<file path="src/rtl/pth_pkg.sv">
// Shared types, widths and the arctangent table for the path heading block.
package pth_pkg;

  localparam int COORD_W  = 32;
  localparam int ANGLE_W  = 16;
  localparam int INDEX_W  = 16;
  localparam int DIFF_W   = COORD_W + 1;
  localparam int ROT_W    = DIFF_W + 3;
  localparam int PHASE_W  = 32;
  localparam int ATAN_MAX = 24;

  localparam logic [INDEX_W-1:0] INDEX_MAX     = {INDEX_W{1'b1}};
  localparam logic [PHASE_W-1:0] PHASE_QUARTER = 32'h4000_0000;
  localparam logic [PHASE_W-1:0] PHASE_3QUART  = 32'hC000_0000;
  localparam logic [PHASE_W-1:0] PHASE_HALF_LSB =
    PHASE_W'(1) << (PHASE_W - ANGLE_W - 1);

  typedef struct packed {
    logic signed [COORD_W-1:0] x_coord;
    logic signed [COORD_W-1:0] y_coord;
    logic                      end_of_path;
  } in_item_t;

  typedef struct packed {
    logic signed [ANGLE_W-1:0] heading;
    logic [INDEX_W-1:0]        point_index;
    logic                      last_heading;
  } out_item_t;

  // One heading request: a difference vector plus its tags.
  typedef struct packed {
    logic signed [DIFF_W-1:0] dx;
    logic signed [DIFF_W-1:0] dy;
    logic [INDEX_W-1:0]       point_index;
    logic                     last_heading;
  } req_t;

  // atan(2^-i), 2^32 units per turn
  function automatic logic [PHASE_W-1:0] atan_entry(input logic [4:0] i);
    logic [PHASE_W-1:0] v;
    case (i)
      5'd0:  v = 32'h2000_0000;
      5'd1:  v = 32'h12E4_051E;
      5'd2:  v = 32'h09FB_385B;
      5'd3:  v = 32'h0511_11D4;
      5'd4:  v = 32'h028B_0D43;
      5'd5:  v = 32'h0145_D7E1;
      5'd6:  v = 32'h00A2_F61E;
      5'd7:  v = 32'h0051_7C55;
      5'd8:  v = 32'h0028_BE53;
      5'd9:  v = 32'h0014_5F2F;
      5'd10: v = 32'h000A_2F98;
      5'd11: v = 32'h0005_17CC;
      5'd12: v = 32'h0002_8BE6;
      5'd13: v = 32'h0001_45F3;
      5'd14: v = 32'h0000_A2FA;
      5'd15: v = 32'h0000_517D;
      5'd16: v = 32'h0000_28BE;
      5'd17: v = 32'h0000_145F;
      5'd18: v = 32'h0000_0A30;
      5'd19: v = 32'h0000_0518;
      5'd20: v = 32'h0000_028C;
      5'd21: v = 32'h0000_0146;
      5'd22: v = 32'h0000_00A3;
      5'd23: v = 32'h0000_0051;
      default: v = '0;
    endcase
    return v;
  endfunction

endpackage

</file>
<file path="src/rtl/pth_front.sv">
// Front end: point window, index count and difference requests.
module pth_front (
  input  logic             clk,
  input  logic             rst_n,
  input  logic             in_valid,
  output logic             in_ready,
  input  pth_pkg::in_item_t in_data,
  output logic             push_valid,
  input  logic             push_ready,
  output pth_pkg::req_t    push_req
);

  logic signed [pth_pkg::COORD_W-1:0] px_r [0:1];
  logic signed [pth_pkg::COORD_W-1:0] py_r [0:1];
  logic [pth_pkg::INDEX_W-1:0]        seen_r;
  logic                               pend_valid_r;
  pth_pkg::req_t                      pend_req_r;

  logic                              accept;
  logic                              has_prev;
  logic                              near;
  logic signed [pth_pkg::DIFF_W-1:0] cx, cy, p0x, p0y, p1x, p1y;
  pth_pkg::req_t                     req_a, req_b;

  assign in_ready = !pend_valid_r && push_ready;
  assign accept   = in_valid && in_ready;
  assign has_prev = (seen_r != '0);
  assign near     = (seen_r == pth_pkg::INDEX_W'(1));

  assign cx  = $signed({in_data.x_coord[pth_pkg::COORD_W-1], in_data.x_coord});
  assign cy  = $signed({in_data.y_coord[pth_pkg::COORD_W-1], in_data.y_coord});
  assign p0x = $signed({px_r[0][pth_pkg::COORD_W-1], px_r[0]});
  assign p0y = $signed({py_r[0][pth_pkg::COORD_W-1], py_r[0]});
  assign p1x = $signed({px_r[1][pth_pkg::COORD_W-1], px_r[1]});
  assign p1y = $signed({py_r[1][pth_pkg::COORD_W-1], py_r[1]});

  always_comb begin
    // delayed heading of the previous point: forward difference for the
    // first point, central difference otherwise
    req_a.dx           = near ? (cx - p0x) : (cx - p1x);
    req_a.dy           = near ? (cy - p0y) : (cy - p1y);
    req_a.point_index  = seen_r - pth_pkg::INDEX_W'(1);
    req_a.last_heading = 1'b0;
    // heading of the last point: backward difference, zero on a lone point
    req_b.dx           = has_prev ? (cx - p0x) : '0;
    req_b.dy           = has_prev ? (cy - p0y) : '0;
    req_b.point_index  = seen_r;
    req_b.last_heading = 1'b1;
  end

  assign push_valid = pend_valid_r || (accept && (has_prev || in_data.end_of_path));
  assign push_req   = pend_valid_r ? pend_req_r : (has_prev ? req_a : req_b);

  always_ff @(posedge clk) begin
    if (!rst_n) begin
      px_r[0]      <= '0;
      px_r[1]      <= '0;
      py_r[0]      <= '0;
      py_r[1]      <= '0;
      seen_r       <= '0;
      pend_valid_r <= 1'b0;
    end else if (accept) begin
      // hold the last-point request when two leave on one item
      pend_valid_r <= has_prev && in_data.end_of_path;
      pend_req_r   <= req_b;
      if (in_data.end_of_path) begin
        px_r[0] <= '0;
        px_r[1] <= '0;
        py_r[0] <= '0;
        py_r[1] <= '0;
        seen_r  <= '0;
      end else begin
        px_r[1] <= px_r[0];
        py_r[1] <= py_r[0];
        px_r[0] <= in_data.x_coord;
        py_r[0] <= in_data.y_coord;
        if (seen_r != pth_pkg::INDEX_MAX) begin
          seen_r <= seen_r + pth_pkg::INDEX_W'(1);
        end
      end
    end else if (pend_valid_r && push_ready) begin
      pend_valid_r <= 1'b0;
    end
  end

endmodule

</file>
<file path="config.mk">
export PLATFORM = sky130hd
export DESIGN_NAME = pth_front
export DESIGN_NICKNAME = d
export VERILOG_FILES = /design/src/rtl/pth_pkg.sv /design/src/rtl/pth_front.sv
export SDC_FILE = /design/constraint.sdc
export NUM_CORES = 1
export LEC_CHECK = 0
export BUFFER_PORTS_ARGS = -buffer_cell sky130_fd_sc_hd__buf_4
export CORE_ASPECT_RATIO = 1.75
export CORE_MARGIN = 2
export CORE_UTILIZATION = 58
export CTS_CLUSTER_SIZE = 8
export DETAILED_ROUTE_END_ITERATION = 8
export GPL_ROUTABILITY_DRIVEN = 0
export MAX_ROUTING_LAYER = met4
export PLACE_DENSITY = 0.78
export SLEW_MARGIN = 20
export SYNTH_ARGS = -nofsm -noshare
export SYNTH_HDL_FRONTEND = slang
export SYNTH_SLANG_ARGS = --single-unit
</file>
<file path="constraint.sdc">
create_clock -name clk -period 31.8 [get_ports clk]
set_clock_uncertainty 0.2 [all_clocks]
set_input_delay 1.59 -clock clk [delete_from_list [all_inputs] [get_ports clk]]
set_output_delay 1.59 -clock clk [all_outputs]
set_load 0.03 [all_outputs]
</file>
==> metrics.txt <==
Die Y about 230 µm; Tightest Pin Transition around 1100 ps; Slowest Stage Delay on Critical Path 400 ps; Worst Slack Setup Final 25090 ps; hold wc startpoint seen_r[9]$_SDFFE_PN0P_; synth-to-layout area growth 14.0%; simple-gate share of the synthesized area 0.180; reg2reg path depth 6; post-synthesis mux area share 0.00304; layout cells sized above 1 0.116; Skew-Pair Late Insertion Delay 530 ps; I/O pins between 150 and 200; # Post-CTS Setup Buffers 0; initial core utilization 0.589; Tmin final between 6000 and 7000 ps; I/O Buffers between 150 and 200; dpl cells 2337; core area about 0.029 mm²; Post-Syn Area around 0.017 mm²; final setup TNS 0 ps; most common flop cell mapped by yosys edfxtp_1; leading area contributor after synthesis edfxtp_1; Final Hold Vio Count 0; Reg2Reg Setup Slack 27420 ps; Arr. time, crit path 4920 ps; total clock sinks ~230; first-pass GRT wire length between 70000 and 80000 µm; H-tree depth 2; CP startpoint kind primary input; initial antenna violation count 1; Max rail drop VDD ~0.000044 V; Hold Path Depth 0; Max clock buf depth 3; Synth Area in Adders 0.102; CTS tree yes; Total Power between 0.9 and 1 mW; Fmax achieved 149 MHz; DRT Pass-1 Iters 5; post-cts sizing count 0; Net Count, Synth between 2000 and 2500; CP Buf/Inv Count 3; R2R Path End pend_req_r[75]$_DFFE_PP_; CTS Hold Bufs 0; Yosys warnings 0; largest net degree at the start of global routing between 60 and 70; worst hold slack around 340 ps; Gate Count Post-Synth 1881; FF-to-FF Start pend_valid_r$_SDFFE_PN0P_; Clk pin slew, worst setup/hold paths roughly 50 ps; vias in the first global route 14904; Post-synth ARST share 0; register bit count reported by yosys approximately 230; Synth Area in XOR/XNOR 0.0634; dpl hpwl 33900 µm; max-capacitance violation count 0; Root Buffer clkbuf_16; post-placement setup slack between 20000 and 30000 ps; CP top delay family compound AO/OA/AOI/OAI gates; WP data required ~30000 ps; PwrDens roughly 50 mW/mm²; drt total wl between 40000 and 50000 µm; Hold Crit Endpoint pend_req_r[10]$_DFFE_PP_; DRC 0; fin nets ~2200; Crit-path slowest cell o31ai_1; # setup viols final 0; Rel. slew slack 0.278; Vias ~15000; status completed; DIE AREA 0.0305 mm²; crit end category output pin; Worst Path Max Fanout 4; vias per inst roughly 6.3; WL/cell a little over 20 µm; Min-Delay Path Class reg2reg; Synth top area share 0.374; total grt overflow 0; critical path class in2out; crit-path cells buf_4 > inv_1 > ha_1 > fa_1 > nand2b_1 > a21oi_1 > o32ai_1 > o21a_1 > o21ai_1 > a21oi_1 > o31ai_1 > nor2_1 > xor2_1 > o211ai_1 > buf_4; fill count around 2300; GRT Total Usage 0.320; Yosys cell types 79; fin. max-slew vios 0; sequential share of the synthesized area 0.394; Die X between 100 and 150 µm; Iter 0 DRT Violations around 1200; Lkg Pwr 7.86 nW; EDFF count, synth 210; antenna-violating nets left 0; RSZ-0062 raised after global routing false; Finished Layout Cells 2382; Synth area leaders edfxtp_1 37%, ha_1 9.7%, a21oi_1 4.0%; row count a little over 80; CTS Buf Count 34; Synth Area in Compound Gates 0.201; Synth Area per Inst 8.96 µm²; largest family of logic cells by synthesized area compound AO/OA/AOI/OAI gates; period utilization 0.211
sequential cells by signal, summed over array words and instances, names as in the netlist:
| register | flops |
|---|---|
| pend_req_r | 82 |
| px_r | 64 |
| pend_valid_r | 1 |
| seen_r | 16 |
| py_r | 64 |
Yosys cell counts (20+ instances only):
cell type  number
edfxtp_1      210
nand2_1       163
inv_1         156
nor2_1        153
a21oi_1       135
o21ai_0       132
ha_1          131
nor3_1         88
and2_1         76
xnor2_1        70
clkbuf_1       63
a21o_1         62
xor2_1         52
nand3_1        40
nand2b_1       30
o21a_1         20
layer usage:
layer | vias to the layer above | global-route usage | part of all wire
met1 | 7134 | 0.341 | 0.36
met2 | 656 | 0.552 | 0.51
met3 | 213 | 0.0394 | 0.063
met4 | 0 | 0.213 | 0.068
li1 | 6998 | - | -
met5 | - | - | 0
how the worst max path moves through the flow:
stage	start	endpoint	slack, ps	cells past startpoint
6_report	in_data[33]	push_req[78]	25090	15
5_1_grt	in_data[1]	push_req[47]	24940	15
4_1_cts	in_data[33]	push_req[78]	25150	15
3_5_place_dp	in_data[33]	push_req[78]	25160	15
3_3_place_gp	in_data[33]	push_req[78]	25230	15
2_1_floorplan	in_valid	px_r[0][0]$_SDFFCE_PN0P_	20220	2
cell usage in the layout (no fill, tap or decap), drive strengths merged, types with 76 or more instances in the layout:
master | Yosys | routed
a21oi | 135 | 135
nor3 | 88 | 88
nand2 | 164 | 164
and2 | 76 | 76
buf | 24 | 166
ha | 131 | 131
edfxtp | 210 | 210
o21ai | 137 | 137
inv | 156 | 155
nor2 | 154 | 154
cells by family after synthesis:
| kind of cell | Yosys count |
|---|---|
| AND/OR/NAND/NOR | 630 |
| AO/OA/AOI/OAI | 518 |
| buffers and inverters | 244 |
| flip-flops | 227 |
| adder cells (fa/ha/maj) | 135 |
| XOR/XNOR | 122 |
| multiplexers | 5 |
report_power, final:
part           total, mW  switching [mW]  internal, mW
registers          0.346         0.00442         0.342
logic              0.277           0.176         0.101
clock network      0.336           0.130         0.206
area by class of cell:
cell class	count	area [µm²]	area share
Clock inverter	1	7.51	0.000391
Multi-Input combinational cell	1410	9290	0.484
Timing Repair Buffer	166	1250	0.0649
Antenna cell	1	2.50	0.000130
Tap cell	378	473	0.0246
Clock buffer	43	948	0.0494
Inverter	156	587	0.0306
Sequential cell	227	6650	0.346
per-stage QoR:
step,util,cell area [µm²]
6_report,0.671,19200
5_1_grt,0.671,19200
4_1_cts,0.671,19200
3_5_place_dp,0.637,18200
3_3_place_gp,0.637,18200
2_1_floorplan,-,16900
(Power assumes the default switching activity.)
