`config.mk`:
```
export PLATFORM = sky130hd
export DESIGN_NAME = pth_queue
export DESIGN_NICKNAME = d
export VERILOG_FILES = /design/src/rtl/pth_pkg.sv /design/src/rtl/pth_queue.sv
export SDC_FILE = /design/constraint.sdc
export NUM_CORES = 1
export LEC_CHECK = 0
export ABC_CLOCK_PERIOD_IN_PS = 4800
export BUFFER_PORTS_ARGS = -buffer_cell sky130_fd_sc_hd__clkbuf_2
export CORE_ASPECT_RATIO = 0.8
export CORE_UTILIZATION = 53
export CTS_CLUSTER_SIZE = 30
export DETAILED_ROUTE_END_ITERATION = 6
export PLACE_DENSITY = 0.83
export RECOVER_POWER = 25
export SYNTH_ARGS = -nofsm -noshare
export SYNTH_HDL_FRONTEND = slang
export SYNTH_SLANG_ARGS = --single-unit
```
`constraint.sdc`:
```
create_clock -name clk -period 4.8 [get_ports clk]
set_clock_uncertainty 0.2 [all_clocks]
set_input_delay 0.96 -clock clk [delete_from_list [all_inputs] [get_ports clk]]
set_output_delay 0.96 -clock clk [all_outputs]
set_load 0.01 [all_outputs]
```
`src/rtl/pth_pkg.sv`:
```
// Shared types, widths and the arctangent table for the path heading block.
package pth_pkg;

  localparam int COORD_W  = 32;
  localparam int ANGLE_W  = 16;
  localparam int INDEX_W  = 16;
  localparam int DIFF_W   = COORD_W + 1;
  localparam int ROT_W    = DIFF_W + 3;
  localparam int PHASE_W  = 32;
  localparam int ATAN_MAX = 24;

  localparam logic [INDEX_W-1:0] INDEX_MAX     = {INDEX_W{1'b1}};
  localparam logic [PHASE_W-1:0] PHASE_QUARTER = 32'h4000_0000;
  localparam logic [PHASE_W-1:0] PHASE_3QUART  = 32'hC000_0000;
  localparam logic [PHASE_W-1:0] PHASE_HALF_LSB =
    PHASE_W'(1) << (PHASE_W - ANGLE_W - 1);

  typedef struct packed {
    logic signed [COORD_W-1:0] x_coord;
    logic signed [COORD_W-1:0] y_coord;
    logic                      end_of_path;
  } in_item_t;

  typedef struct packed {
    logic signed [ANGLE_W-1:0] heading;
    logic [INDEX_W-1:0]        point_index;
    logic                      last_heading;
  } out_item_t;

  // One heading request: a difference vector plus its tags.
  typedef struct packed {
    logic signed [DIFF_W-1:0] dx;
    logic signed [DIFF_W-1:0] dy;
    logic [INDEX_W-1:0]       point_index;
    logic                     last_heading;
  } req_t;

  // atan(2^-i), 2^32 units per turn
  function automatic logic [PHASE_W-1:0] atan_entry(input logic [4:0] i);
    logic [PHASE_W-1:0] v;
    case (i)
      5'd0:  v = 32'h2000_0000;
      5'd1:  v = 32'h12E4_051E;
      5'd2:  v = 32'h09FB_385B;
      5'd3:  v = 32'h0511_11D4;
      5'd4:  v = 32'h028B_0D43;
      5'd5:  v = 32'h0145_D7E1;
      5'd6:  v = 32'h00A2_F61E;
      5'd7:  v = 32'h0051_7C55;
      5'd8:  v = 32'h0028_BE53;
      5'd9:  v = 32'h0014_5F2F;
      5'd10: v = 32'h000A_2F98;
      5'd11: v = 32'h0005_17CC;
      5'd12: v = 32'h0002_8BE6;
      5'd13: v = 32'h0001_45F3;
      5'd14: v = 32'h0000_A2FA;
      5'd15: v = 32'h0000_517D;
      5'd16: v = 32'h0000_28BE;
      5'd17: v = 32'h0000_145F;
      5'd18: v = 32'h0000_0A30;
      5'd19: v = 32'h0000_0518;
      5'd20: v = 32'h0000_028C;
      5'd21: v = 32'h0000_0146;
      5'd22: v = 32'h0000_00A3;
      5'd23: v = 32'h0000_0051;
      default: v = '0;
    endcase
    return v;
  endfunction

endpackage

```
`src/rtl/pth_queue.sv`:
```
// Short request queue between the front end and the CORDIC pipeline.
module pth_queue (
  input  logic          clk,
  input  logic          rst_n,
  input  logic          push_valid,
  output logic          push_ready,
  input  pth_pkg::req_t push_req,
  output logic          pop_valid,
  input  logic          pop,
  output pth_pkg::req_t pop_req
);

  localparam int DEPTH = 4;
  localparam int PTR_W = $clog2(DEPTH);

  pth_pkg::req_t    slot_r [0:DEPTH-1];
  logic [PTR_W-1:0] wr_r, rd_r;
  logic [PTR_W:0]   cnt_r;
  logic             do_push, do_pop;

  assign push_ready = (cnt_r != (PTR_W+1)'(DEPTH));
  assign pop_valid  = (cnt_r != '0);
  assign pop_req    = slot_r[rd_r];
  assign do_push    = push_valid && push_ready;
  assign do_pop     = pop && pop_valid;

  always_ff @(posedge clk) begin
    if (do_push) begin
      slot_r[wr_r] <= push_req;
    end
  end

  always_ff @(posedge clk) begin
    if (!rst_n) begin
      wr_r  <= '0;
      rd_r  <= '0;
      cnt_r <= '0;
    end else begin
      if (do_push) begin
        wr_r <= wr_r + PTR_W'(1);
      end
      if (do_pop) begin
        rd_r <= rd_r + PTR_W'(1);
      end
      case ({do_push, do_pop})
        2'b10:   cnt_r <= cnt_r + (PTR_W+1)'(1);
        2'b01:   cnt_r <= cnt_r - (PTR_W+1)'(1);
        default: cnt_r <= cnt_r;
      endcase
    end
  end

endmodule

```
==> metrics.md, run 1 <==
| Metric | Value |
|---|---|
| DRC violations left | `0` |
| Worst path required time | `3640 ps` |
| Vias in the first global route | `around 6,000` |
| Yosys reg bits | `341` |
| # port buffers | `approximately 170` |
| Layout cells sized above 1 | `0.372` |
| Final ANT Viol Nets | `0` |
| Mean Syn Cell Area | `~26 µm²` |
| Finished Layout Cells | `between 1,000 and 1,500` |
| Area after DPL | `roughly 0.014 mm²` |
| Max Clock Freq | `0.269 GHz` |
| CTS max path bufs | `3` |
| Core Box Area | `0.0227 mm²` |
| Seq/Total Area, Yosys | `0.815` |
| Cts hold-fix bufs | `0` |
| Number of max-cap violations | `0` |
| Via density per instance | `approximately 5.6` |
| CTS Buf Count | `31` |
| Static Leak | `4.78 nW` |
| CTS clk-pin slew, worst paths | `around 60 ps` |
| Worst-case vdd ir drop | `between 0.0003 and 0.0004 V` |
| Root buffer selected by CTS | `clkbuf_16` |
| Floorplan die height | `approximately 140 µm` |
| PD cells | `537 mW/mm²` |
| Synth Area in Adders | `0.00663` |
| Starting Density | `0.548` |
| First-pass GRT wire length | `34.8 mm` |
| Yosys warns | `0` |
| Critical-path maximum fanout | `31` |
| Setup CP Type | `reg -> out` |
| Top delay family on crit path | `flip-flops` |
| Setup TNS Final | `0 ps` |
| Simple-gate share of the synthesized area | `0.00763` |
| CP arrival | `~2600 ps` |
| Critical hold path startpoint | `wr_r[1]$_SDFFE_PN0P_` |
| CP endpoint kind | `output pin` |
| Gpl congestion | `about 0.75` |
| Largest net degree at the start of global routing | `84` |
| Endpoints failing setup | `0` |
| Post-cts sizing count | `0` |
| WP buf/inv | `2` |
| Final wirelength | `between 20 and 25 mm` |
| Reg-to-Reg Start | `cnt_r[0]$_SDFFE_PN0P_` |
| Post-Syn Nets | `around 580` |
| Hold Vio Cnt, Final | `0` |
| Status | `completed` |
| Initial antenna violation count | `2` |
| Tot GR Track Use | `0.193` |
| Slew @ Worst Pin | `1200 ps` |
| Initial DRT Pass Iterations | `5` |
| Largest family of logic cells by synthesized area | `multiplexers` |
| Xor-xnor portion of the synthesized cell area | `0.00281` |
| Pwr Total | `approximately 8 mW` |
| Layout area overhead | `17.2%` |
| Setup ws final | `1090 ps` |
| Mux contribution to synthesized area | `0.152` |
| Finished layout cell area | `about 0.015 mm²` |
| DP HPWL | `~14 mm` |
| Die width | `roughly 170 µm` |
| Most frequent cells in the layout | `332 x edfxtp_1, 121 x clkbuf_2, 83 x mux4_2` |
| Fin. max-slew vios | `0` |
| Net count, final | `between 700 and 800` |
| Drt initial violations | `roughly 500` |
| Pre-CTS WS | `around 1400 ps` |
| Post-DR wirelength/cell | `roughly 23 µm` |
| Row count | `slightly below 50` |
| H-tree depth | `1` |
| Mapped Cells | `between 400 and 500` |
| Latest clock arrival within the worst-skew pair | `~540 ps` |
| Worst hold path type | `reg -> reg` |
| Post-CTS setup buffers | `0` |
| Max stage delay on crit path | `750 ps` |
| CTS tree | `built` |
| GRT Residual Overflow | `0` |
| Tcrit/Tclk final | `0.773` |
| RSZ-0062 raised after global routing | `false` |
| Critical-path cell list | `buf_4 > mux4_2 > clkbuf_2` |
| Post-synthesis compound-gate area fraction | `0.00341` |
| Die ar. | `0.0241 mm²` |
| Startpoint types | `flop` |
| Syn Std Cell Area | `between 0.01 and 0.015 mm²` |
| Fin crit period | `roughly 3700 ps` |
| Headroom to the max-slew limit | `0.203` |
| Yosys cell types | `22` |
| Top-level I/O count | `roughly 170` |
| Placed insts | `950` |
| Vias | `around 5,600` |
| Most common cell after layout, fill and taps aside | `edfxtp_1` |
| Clk sink count | `between 300 and 400` |
| Critical-path top delay cell | `dfxtp_4` |
## layer usage
| metal | routed length (µm) | part of all wire | global-route usage |
|---|---|---|---|
| met5 | 25 | 0.0011 | 0 |
| met3 | 2120 | 0.093 | 0.0567 |
| met4 | 429 | 0.019 | 0.0447 |
| met1 | 9350 | 0.41 | 0.276 |
| met2 | 10800 | 0.48 | 0.297 |
## power by group
| part | total, mW | leakage [nW] | switching (mW) | internal [mW] |
|---|---|---|---|---|
| Clock | 2.39 | 0.478 | 1.01 | 1.38 |
| Sequential | 3.78 | 3.12 | 0.189 | 3.59 |
| Combinational | 1.67 | 1.18 | 0.832 | 0.836 |
## worst min-delay path: cells and delay by family (launching register included)
family / cells / cell delay, ps
mux: 1 / 60
flops: 1 / 340
simple gates: 1 / 60
## worst paths after layout
path	end	slack, ps	depth (start not counted)
max	pop_req[36]	1090	3
max reg2reg	slot_r[0][11]$_DFFE_PP_	1950	4
min	wr_r[1]$_SDFFE_PN0P_	310	2
min reg2reg	wr_r[1]$_SDFFE_PN0P_	310	2
## through the flow
| step | util | hold slack [ps] |
|---|---|---|
| after floorplan | - | 268 |
| after global placement | 0.601 | 275 |
| after detailed placement | 0.601 | 304 |
| after CTS | 0.645 | 313 |
| after global routing | 0.642 | 338 |
| final | 0.642 | 313 |
## cells in the mapped netlist (all sizes together)
cell	instances	area (µm²)
buf	17	135
nand2	6	22.5
mux2i	2	20.0
o21ai	2	10.0
o31a	1	8.76
inv	6	22.5
nor2b	2	12.5
mux4	83	1870
nor2	1	3.75
or3	2	12.5
dfxtp	9	180
clkbuf	2	7.51
o311ai	1	8.76
ha	5	62.6
edfxtp	332	9970
xor2	1	8.76
xnor2	3	26.3
a21boi	2	15.0
fa	1	20.0
and2	7	43.8
## area by class of cell
type,count,area (µm²)
Inverter,6,22.5
Clock inverter,23,213
Fill cell,1508,8140
Clock buffer,32,779
Antenna cell,1,2.50
Sequential cell,341,10200
Timing Repair Buffer,178,896
Tap cell,306,383
Multi-Input combinational cell,119,2150
## cell families after synthesis
group	after synthesis
flops	341
mux	85
compound gates	6
simple gates	18
fa+ha+maj	6
buf+inv	25
xor+xnor	4
## flip-flops by register name, indices dropped and copies added (netlist names), named ones only
signal,flops
cnt_r,3
rd_r,2
slot_r,332
wr_r,2
Note: power is estimated with default switching activity, not from simulation.
==> run 2, diff against run 1 <==
--- a/config.mk
+++ b/config.mk
@@ -5,7 +5,7 @@
 export SDC_FILE = /design/constraint.sdc
 export NUM_CORES = 1
 export LEC_CHECK = 0
-export ABC_CLOCK_PERIOD_IN_PS = 4800
+export ABC_CLOCK_PERIOD_IN_PS = 3600
 export BUFFER_PORTS_ARGS = -buffer_cell sky130_fd_sc_hd__clkbuf_2
 export CORE_ASPECT_RATIO = 0.8
 export CORE_UTILIZATION = 53
==> constraint.sdc (replaced) <==
create_clock -name clk -period 3.6 [get_ports clk]
set_clock_uncertainty 0.2 [all_clocks]
set_input_delay 0.72 -clock clk [delete_from_list [all_inputs] [get_ports clk]]
set_output_delay 0.72 -clock clk [all_outputs]
set_load 0.01 [all_outputs]
==> run 2 against run 1 <==
Compared with the run above:
- die area is the same
- final cell count grew 0.30%
- global-route usage shrank 0.16 points
- highest routed layer is now met4
==> metrics.md, run 2 (synthesized netlist as in run 1, its figures left out) <==
| Metric | Value |
|---|---|
| Status | `completed` |
| Critical-path top delay cell | `dfxtp_4` |
| Critical hold path startpoint | `push_req[40]` |
| Finished Layout Cells | `1,009 (+0.30%)` |
| Fin util | `0.647 (+0.00511)` |
| CP arrival | `2230 ps (-320 ps)` |
| Hold Vio Cnt, Final | `0 (unchanged)` |
| PD cells | `725 mW/mm² (+35%)` |
| Area after DPL | `0.0137 mm² (+0.38%)` |
| # diodes | `0 (-1)` |
| Endpoints failing setup | `0 (unchanged)` |
| Post-DR wirelength/cell | `22.6 µm (about the same)` |
| CP endpoint kind | `output pin` |
| Floorplan die height | `139 µm (unchanged)` |
| Layout cells sized above 1 | `0.370 (-0.00212)` |
| Pint | `7.94 mW (+37%)` |
| Largest net degree at the start of global routing | `84 (unchanged)` |
| CTS clk-pin slew, worst paths | `60 ps (about the same)` |
| Vias | `5,656 (+0.84%)` |
| Tcrit/Tclk final | `0.874` |
| H-tree depth | `1 (unchanged)` |
| Final wirelength | `22.8 mm (+0.23%)` |
| Clk pwr share | `0.316 (+0.011)` |
| Number of max-cap violations | `0 (unchanged)` |
| WP buf/inv | `2 (unchanged)` |
| Gpl congestion | `0.764 (+2.5%)` |
| Final ANT Viol Nets | `0 (unchanged)` |
| Setup CP Type | `reg -> out` |
| Sequential share of power | `0.462 (-0.020)` |
| CTS max path bufs | `3 (unchanged)` |
| Net Sw Power | `2.74 mW (+35%)` |
| Finished layout cell area | `0.0147 mm² (+0.80%)` |
| CTS tree | `built` |
| DP HPWL | `13.9 mm (-0.18%)` |
| Placed insts | `952 (+0.21%)` |
| Root buffer selected by CTS | `clkbuf_16` |
| Slew @ Worst Pin | `634 ps (-562 ps)` |
| Worst hold path type | `in -> reg` |
| Latest clock arrival within the worst-skew pair | `550 ps (about the same)` |
| DRC violations left | `0 (unchanged)` |
| Headroom to the max-slew limit | `0.577 (+0.375)` |
| Most frequent cells in the layout | `332 x edfxtp_1, 118 x clkbuf_2, 83 x mux4_2` |
| Cts hold-fix bufs | `0 (unchanged)` |
| Initial antenna violation count | `0 (-2)` |
| Static Leak | `4.82 nW (+0.93%)` |
| Setup TNS Final | `0 ps (unchanged)` |
| Vias in the first global route | `5,962 (+0.22%)` |
| Max Clock Freq | `around 0.32 GHz` |
| Top-level I/O count | `172 (unchanged)` |
| Row count | `49 (unchanged)` |
| Combinational Power Share | `0.222 (+0.009)` |
| R2R Setup Slk | `1030 ps (-920 ps)` |
| Max reg flops | `332 (unchanged)` |
| Via density per instance | `5.61 (+0.54%)` |
| Critical-path maximum fanout | `44 (+42%)` |
| Tot GR Track Use | `0.191 (-0.00157)` |
| Die width | `173 µm (unchanged)` |
| Reg-to-Reg Start | `cnt_r[1]$_SDFFE_PN0P_` |
| First-pass GRT wire length | `34.7 mm (-0.50%)` |
| Die ar. | `0.0241 mm² (unchanged)` |
| Max stage delay on crit path | `750 ps (about the same)` |
| Most common cell after layout, fill and taps aside | `edfxtp_1` |
| GRT Residual Overflow | `0 (unchanged)` |
| Post-CTS setup buffers | `0 (unchanged)` |
| Initial DRT Pass Iterations | `5 (unchanged)` |
| # port buffers | `171 (unchanged)` |
| Sw frac | `0.256 (-0.00271)` |
| Clk sink count | `341 (unchanged)` |
| Startpoint types | `flop` |
| Top flop regs | `slot_r: 332 flops, cnt_r: 3 flops` |
| Starting Density | `0.548 (unchanged)` |
| Most flop-heavy register | `slot_r` |
| Critical-path cell list | `buf_12 > mux4_2 > clkbuf_2` |
| Fin crit period | `about 3100 ps` |
| Worst-case vdd ir drop | `0.000428 V (+15%)` |
| Fin. max-slew vios | `0 (unchanged)` |
| Top delay family on crit path | `flip-flops` |
| Layout area overhead | `18.2%` |
| Post-cts sizing count | `0 (unchanged)` |
| Worst path required time | `2680 ps (-960 ps)` |
| Net count, final | `772 (+0.26%)` |
| Core Box Area | `0.0227 mm² (unchanged)` |
| CTS Buf Count | `31 (unchanged)` |
| Drt initial violations | `542 (+5.9%)` |
| Hold slack | `198 ps (-114 ps)` |
| RSZ-0062 raised after global routing | `false` |
-- run 2: cell types whose count changed in the layout (fill, tap and decap cells not counted), sizes merged --
cell / change
buf: +2
clkinv: -9
bufinv: +1
diode: -1
clkbuf: +12
clkinvlp: -2
-- run 2: power groups by stage --
stage / registers, mW / clock network, mW / logic [mW]
after CTS: 4.93 / 3.44 / 2.44
after floorplan: 4.94 / 0 / 1.63
after global routing: 4.96 / 3.57 / 2.56
after global placement: 4.98 / 0 / 2.36
after detailed placement: 5.02 / 0 / 2.42
final: 4.93 / 3.37 / 2.37
-- run 2: final cells by class --
class / instances / area (µm²)
clock buffers: 44 / 855
clock inverters: 13 / 208
well taps: 306 / 383
flip-flops and latches: 341 / 10200
repair buffers: 180 / 945
multi-input cells: 119 / 2150
fillers: 1493 / 8020
inverters: 6 / 22.5
-- run 2: final timing paths --
kind	end	cells past startpoint
min reg2reg	wr_r[1]$_SDFFE_PN0P_	2
max	pop_req[16]	3
max reg2reg	slot_r[1][17]$_DFFE_PP_	4
min	slot_r[1][40]$_DFFE_PP_	1
-- run 2: metrics by stage --
stage	power (mW)	setup slack [ps]
2_1_floorplan	6.57	758
3_3_place_gp	7.33	865
3_5_place_dp	7.44	754
4_1_cts	10.8	433
5_1_grt	11.1	376
6_report	10.7	455
-- run 2: per-layer routing --
| layer | track usage | wire length (µm) |
|---|---|---|
| met3 | 0.0526 | 1980 |
| met5 | 0 | 0 |
| met1 | 0.262 | 9210 |
| met2 | 0.311 | 11200 |
| met4 | 0.0387 | 393 |
